--- src/itdt_pkg.sv ---
package itdt_pkg;

	localparam int ValueW     = 32;
	localparam int CapW       = 8;
	localparam int CharW      = 8;
	localparam int PosW       = 4;
	localparam int DigitW     = 4;
	localparam int NumCells   = 10;
	localparam int StepBits   = 4;
	localparam int ConvCycles = ValueW / StepBits;
	localparam int CntW       = $clog2(ConvCycles);
	localparam int InDataW    = 40;
	localparam int OutDataW   = 16;

	localparam logic [CharW-1:0] CharZero  = 8'd48;
	localparam logic [CharW-1:0] CharMinus = 8'd45;
	localparam logic [CharW-1:0] CharNul   = 8'd0;

	typedef enum logic [1:0] {
		ST_IDLE,
		ST_CONV,
		ST_SIZE,
		ST_EMIT
	} itdt_state_t;

	typedef struct packed {
		logic clear;
		logic shift;
	} cell_ctrl_t;

endpackage

--- src/integer_to_decimal_text.sv ---
// Converts a signed 32-bit value to decimal ASCII for a buffer of the given
// capacity (terminator included) and sends one byte per beat in buffer order:
// an optional '-', the digits most significant first, then a zero terminator
// marked by tlast. Short buffers lose leading digits; capacity 0, or a zero
// value with capacity 1, produces no beats. One item is handled at a time.
// After acceptance a row of ten BCD digit cells converts the magnitude 4 bits
// per cycle, a sizing state then fixes the length, then the 1 to 12 bytes
// leave at one per cycle when the output is not stalled.
module integer_to_decimal_text
	import itdt_pkg::*;
(
	input  logic                clk,
	input  logic                arst_n,
	input  logic                s_axis_tvalid,
	output logic                s_axis_tready,
	input  logic [InDataW-1:0]  s_axis_tdata,   // [31:0] value, [39:32] capacity
	output logic                m_axis_tvalid,
	input  logic                m_axis_tready,
	output logic [OutDataW-1:0] m_axis_tdata,   // [7:0] char_code, [11:8] position, zeros above
	output logic                m_axis_tlast
);

	itdt_state_t state_q, state_next;

	logic [ValueW-1:0] mag_q;
	logic [CapW-1:0]   cap_q;
	logic              neg_q;
	logic [CntW-1:0]   cnt_q;
	logic [PosW-1:0]   len_q;
	logic              sign_q;
	logic [PosW-1:0]   pos_q;

	logic              out_valid_q;
	logic [CharW-1:0]  out_char_q;
	logic [PosW-1:0]   out_pos_q;
	logic              out_last_q;

	logic signed [ValueW-1:0] in_value;
	logic [CapW-1:0]          in_cap;
	logic                     in_accept;
	logic                     in_drop;
	logic                     out_take;
	logic                     out_load;
	cell_ctrl_t               cell_ctrl;

	logic [StepBits-1:0] carry [NumCells];
	logic [DigitW-1:0]   digit [NumCells];

	logic [PosW-1:0]  num_digits;
	logic [CapW-1:0]  cap_m1;
	logic [PosW-1:0]  kept;
	logic             sign_fits;
	logic [PosW-1:0]  digit_idx;
	logic [DigitW-1:0] digit_sel;
	logic [CharW-1:0] char_next;
	logic             last_next;

	assign in_value  = s_axis_tdata[ValueW-1:0];
	assign in_cap    = s_axis_tdata[ValueW+CapW-1:ValueW];
	assign in_accept = s_axis_tvalid && s_axis_tready;
	assign in_drop   = (in_cap == '0) || ((in_value == '0) && (in_cap == 8'd1));
	assign out_take  = out_valid_q && m_axis_tready;

	assign carry[0] = mag_q[ValueW-1:ValueW-StepBits];

	for (genvar i = 0; i < NumCells; i++) begin : g_cell
		if (i < NumCells - 1) begin : g_mid
			itdt_cell u_cell (
				.clk   (clk),
				.ctrl  (cell_ctrl),
				.cin   (carry[i]),
				.cout  (carry[i+1]),
				.digit (digit[i])
			);
		end else begin : g_top
			itdt_cell u_cell (
				.clk   (clk),
				.ctrl  (cell_ctrl),
				.cin   (carry[i]),
				.cout  (),
				.digit (digit[i])
			);
		end
	end

	// Count of significant digits; a zero value still has one digit.
	always_comb begin
		num_digits = 4'd1;
		for (int i = 0; i < NumCells; i++) begin
			if (digit[i] != '0) begin
				num_digits = PosW'(i + 1);
			end
		end
	end

	assign cap_m1    = cap_q - 8'd1;
	assign kept      = ({4'b0, num_digits} <= cap_m1) ? num_digits : cap_m1[PosW-1:0];
	assign sign_fits = neg_q && ({4'b0, kept} < cap_m1);

	assign digit_idx = len_q - 4'd1 - pos_q;

	always_comb begin
		digit_sel = '0;
		for (int i = 0; i < NumCells; i++) begin
			if (digit_idx == PosW'(i)) begin
				digit_sel = digit[i];
			end
		end
	end

	always_comb begin
		last_next = (pos_q == len_q);
		if (last_next) begin
			char_next = CharNul;
		end else if (sign_q && (pos_q == '0)) begin
			char_next = CharMinus;
		end else begin
			char_next = CharZero + {4'b0, digit_sel};
		end
	end

	always_ff @(posedge clk or negedge arst_n) begin
		if (!arst_n) begin
			state_q <= ST_IDLE;
		end else begin
			state_q <= state_next;
		end
	end

	always_comb begin
		state_next      = state_q;
		s_axis_tready   = 1'b0;
		cell_ctrl.clear = 1'b0;
		cell_ctrl.shift = 1'b0;
		out_load        = 1'b0;
		unique case (state_q)
			ST_IDLE: begin
				s_axis_tready   = 1'b1;
				cell_ctrl.clear = s_axis_tvalid;
				if (s_axis_tvalid && !in_drop) begin
					state_next = ST_CONV;
				end
			end
			ST_CONV: begin
				cell_ctrl.shift = 1'b1;
				if (cnt_q == CntW'(ConvCycles - 1)) begin
					state_next = ST_SIZE;
				end
			end
			ST_SIZE: begin
				state_next = ST_EMIT;
			end
			ST_EMIT: begin
				if (!out_valid_q || m_axis_tready) begin
					out_load = 1'b1;
					if (last_next) begin
						state_next = ST_IDLE;
					end
				end
			end
			default: begin
				state_next = ST_IDLE;
			end
		endcase
	end

	always_ff @(posedge clk or negedge arst_n) begin
		if (!arst_n) begin
			cnt_q       <= '0;
			pos_q       <= '0;
			out_valid_q <= 1'b0;
		end else begin
			if (in_accept) begin
				cnt_q <= '0;
			end else if (cell_ctrl.shift) begin
				cnt_q <= cnt_q + CntW'(1);
			end
			if (state_q == ST_SIZE) begin
				pos_q <= '0;
			end else if (out_load) begin
				pos_q <= pos_q + PosW'(1);
			end
			if (out_load) begin
				out_valid_q <= 1'b1;
			end else if (out_take) begin
				out_valid_q <= 1'b0;
			end
		end
	end

	always_ff @(posedge clk) begin
		if (in_accept) begin
			neg_q <= in_value[ValueW-1];
			// The most negative value negates to itself, which read unsigned is
			// its true magnitude.
			mag_q <= in_value[ValueW-1] ? (~in_value + 32'd1) : in_value;
			cap_q <= in_cap;
		end else if (cell_ctrl.shift) begin
			mag_q <= {mag_q[ValueW-StepBits-1:0], {StepBits{1'b0}}};
		end
		if (state_q == ST_SIZE) begin
			len_q  <= kept + {3'b0, sign_fits};
			sign_q <= sign_fits;
		end
		if (out_load) begin
			out_char_q <= char_next;
			out_pos_q  <= pos_q;
			out_last_q <= last_next;
		end
	end

	assign m_axis_tvalid = out_valid_q;
	assign m_axis_tdata  = {4'b0, out_pos_q, out_char_q};
	assign m_axis_tlast  = out_last_q;

endmodule

--- src/itdt_cell.sv ---
module itdt_cell
	import itdt_pkg::*;
(
	input  logic                clk,
	input  cell_ctrl_t          ctrl,
	input  logic [StepBits-1:0] cin,
	output logic [StepBits-1:0] cout,
	output logic [DigitW-1:0]   digit
);

	logic [DigitW-1:0] digit_q;
	logic [DigitW-1:0] digit_next;

	// Each step adds three to a digit of five or more, then shifts in one bit
	// from the neighbor below; the bit shifted out feeds the neighbor above.
	always_comb begin
		logic [DigitW-1:0] d;
		logic [DigitW-1:0] adj;
		d    = digit_q;
		cout = '0;
		for (int s = StepBits - 1; s >= 0; s--) begin
			adj     = (d >= 4'd5) ? (d + 4'd3) : d;
			cout[s] = adj[DigitW-1];
			d       = {adj[DigitW-2:0], cin[s]};
		end
		digit_next = d;
	end

	always_ff @(posedge clk) begin
		if (ctrl.clear) begin
			digit_q <= '0;
		end else if (ctrl.shift) begin
			digit_q <= digit_next;
		end
	end

	assign digit = digit_q;

endmodule

--- config.mk ---
export PLATFORM = sky130hd
export DESIGN_NAME = integer_to_decimal_text
export DESIGN_NICKNAME = d
export VERILOG_FILES = /design/src/itdt_pkg.sv /design/src/integer_to_decimal_text.sv /design/src/itdt_cell.sv
export SDC_FILE = /design/constraint.sdc
export NUM_CORES = 1
export LEC_CHECK = 0
export BUFFER_PORTS_ARGS = -buffer_cell sky130_fd_sc_hd__buf_2
export CORE_ASPECT_RATIO = 0.8
export CORE_UTILIZATION = 55
export DETAILED_ROUTE_END_ITERATION = 7
export HOLD_SLACK_MARGIN = 0.03
export PLACE_DENSITY = 0.73
export SYNTH_ARGS = -nofsm -noshare
export SYNTH_HDL_FRONTEND = slang
export SYNTH_SLANG_ARGS = --single-unit
--- constraint.sdc ---
create_clock -name clk -period 6 [get_ports clk]
set_clock_uncertainty 0.2 [all_clocks]
set_input_delay 1.2 -clock clk [delete_from_list [all_inputs] [get_ports clk]]
set_output_delay 1.2 -clock clk [all_outputs]
set_load 0.02 [all_outputs]
==> metrics.yaml <==
status: "finished clean"
seq_area_sq_mm: 0.00276
hold_path_class: "flip-flop to flip-flop"
dieArea_sq_mm: 0.0187
wire_per_inst_um: 15.7
drv_cap: 0
instances_no_fill: 1454
wirelength_mm: 22.8
tns_ns: 0
required_ns: 5.92
critPathCaptureType: "flip-flop"
max_freq_mhz: 189
cts_buffers: 9
multi_input_area_sq_mm: 0.00667
first_pass_iters: 8
ys_ff_latch: 107
drt-initial-drc-count: 672
hold_viol_final: 0
gp_congestion: 0.872
cts_tree: "built"
cts_resized: 0
clock_path_buffers: 2
path_clk_slew_ns: 0.08
r2r_slack_ns: 0.72
ios: 63
post_cts_buffers: 0
rsz0062_at_grt: "no"
cts.sinks: 107
fin_crit_ns: 5.28
maxSlewViolCount: 0
grt_max_degree: 82
synth_seq_area_share_pct: 27.6
max_slew.worst_pin.slew_ns: 0.880
vias: 8458
start_util_pct: 57.0
synth_cell_types: 74
fp-row-count: 43
clk-insertion-delay-late_ns: 0.36
core_area_sq_mm: 0.0175
grt_remaining_overflow: 0
grt_pass1_wl_mm: 37.4
final_cell_mix: "nand2_1, o21ai_0, ha_1, inv_1, nor2_1"
criticalPathCategory: "flip-flop to flip-flop"
drive_gt1_share_pct: 10.1
drc: 0
die_w_um: 153
synth_edf_count: 57
die_h_um: 123
yosysWarnings: 0
syn_area_sq_mm: 0.0100
vias_per_cell: 5.82
nFillCells: 1581
io_buffers: 56
antenna_found_initial: 0
max-slew-margin-rel_pct: 40.9
period_share_pct: 88.0
final_nets: 1373
grt_pass1_vias: 7632
postRouteAntennaNets: 0
async_flop_share_pct: 9.35
ctsRootBufferMaster: "clkbuf_16"
ys.flop_type: "edfxtp_1"
setup_viol: 0
crit_fanout: 9
final_common_cell: "nand2_1"
grtUsageTotal_pct: 25.0
crit_arrival_ns: 5.20
cp-start-kind: "flip-flop"
dp_cells: 1438
syn_avg_cell_area_sq_um: 8.38
htree_num_levels: 3
diodes: 0
postCtsHoldBufs: 0
synthCells: 1193
post-dp-hpwl_mm: 17.3
areaGrowthSynthToFinish_pct: 7.03
[logic make-up after synthesis]
group	count (synthesis)	synth area share, %
adder cells (fa/ha/maj)	105	13.2
AO/OA/AOI/OAI	305	19.6
flip-flops	107	27.6
buffers and inverters	150	5.93
other	1	0.0375
AND/OR/NAND/NOR	378	19.1
XOR/XNOR	71	6.22
multiplexers	76	8.23
[through the flow]
step | area (sq um) | hold WS (ns) | utilization, % | setup slack, ns
floorplan | 10000 | 0.247 | - | 1.39
global placement | 10400 | 0.294 | 59.4 | 1.06
detailed placement | 10400 | 0.296 | 59.4 | 0.804
CTS | 10700 | 0.328 | 61.0 | 0.770
global route | 10700 | 0.328 | 61.0 | 0.293
finish | 10700 | 0.320 | 61.0 | 0.720
[state kept, by name, summed over array words and instances (netlist names), 2 cells and up]
register and flops:
cap_q 8, cnt_q 3, g_cell.g_mid.u_cell.digit 36, g_cell.g_top.u_cell.digit 4, len_q 4, mag_q 32, out_char_q 6, out_pos_q 4
pos_q 4, state_q 2
[routing by layer]
| layer | GRT usage, % | part of all wire (%) | wire [um] | vias up |
|---|---|---|---|---|
| li1 | - | - | - | 4289 |
| met1 | 35.5 | 51 | 11500 | 3978 |
| met2 | 39.9 | 44 | 10000 | 170 |
| met3 | 4.31 | 4.2 | 965 | 21 |
| met4 | 5.43 | 1.0 | 231 | 0 |
| met5 | 0 | 0 | 0 | - |
[path summary, 6_finish.rpt]
path,startpoint,end,cells past startpoint
worst min register to register,mag_q[28],g_cell[0].g_mid.u_cell.digit[0],2
worst max register to register,g_cell[1].g_mid.u_cell.digit[0],len_q[1],19
worst min-delay path,mag_q[28],g_cell[0].g_mid.u_cell.digit[0],2
max in group asynchronous,arst_n,cnt_q[0],1
min in group asynchronous,arst_n,pos_q[1],1
worst max-delay path,g_cell[1].g_mid.u_cell.digit[0],len_q[1],19
[worst max-delay path: stages, from the launching register on]
cell and delay [ns]:
dfxtp_1 0.45, inv_1 0.09, ha_1 0.25, nor3b_1 0.17, o41ai_1 0.44, a31oi_1 0.20
o21ai_0 0.19, a21o_1 0.19, ha_1 0.23, and4_1 0.19, nor3_1 0.68, nand2_1 0.13
o21a_1 0.19, ha_1 0.22, nor4b_1 0.38, o21bai_1 0.13, a21oi_1 0.15, o21a_1 0.15
ha_1 0.17, ha_1 0.23
[layout make-up]
cell class	instances	share of cell area (%)
clock inverter	6	0.456
inverter	102	3.58
multi-input combinational	941	62.3
timing repair buffer	63	3.11
clock buffer	10	2.14
sequential	107	25.8
tap	225	2.63
[cell usage after synthesis, drive strengths merged, types with 34 or more instances]
master  instances  area share, %
o21ai         109            5.5
edfxtp         57             17
nand2         123            4.6
nand2b         35            2.2
ha            104             13
dfxtp          40            8.0
nor2b          34            2.1
mux2i          56            5.6
nor2           77            2.9
xor2           37            3.2
inv           102            3.8
a21oi          50            2.5
clkbuf         34            1.3
xnor2          34            3.0
Power is not shown: default switching activity piles up to over one toggle a cycle in this logic, so the estimate is an artifact.
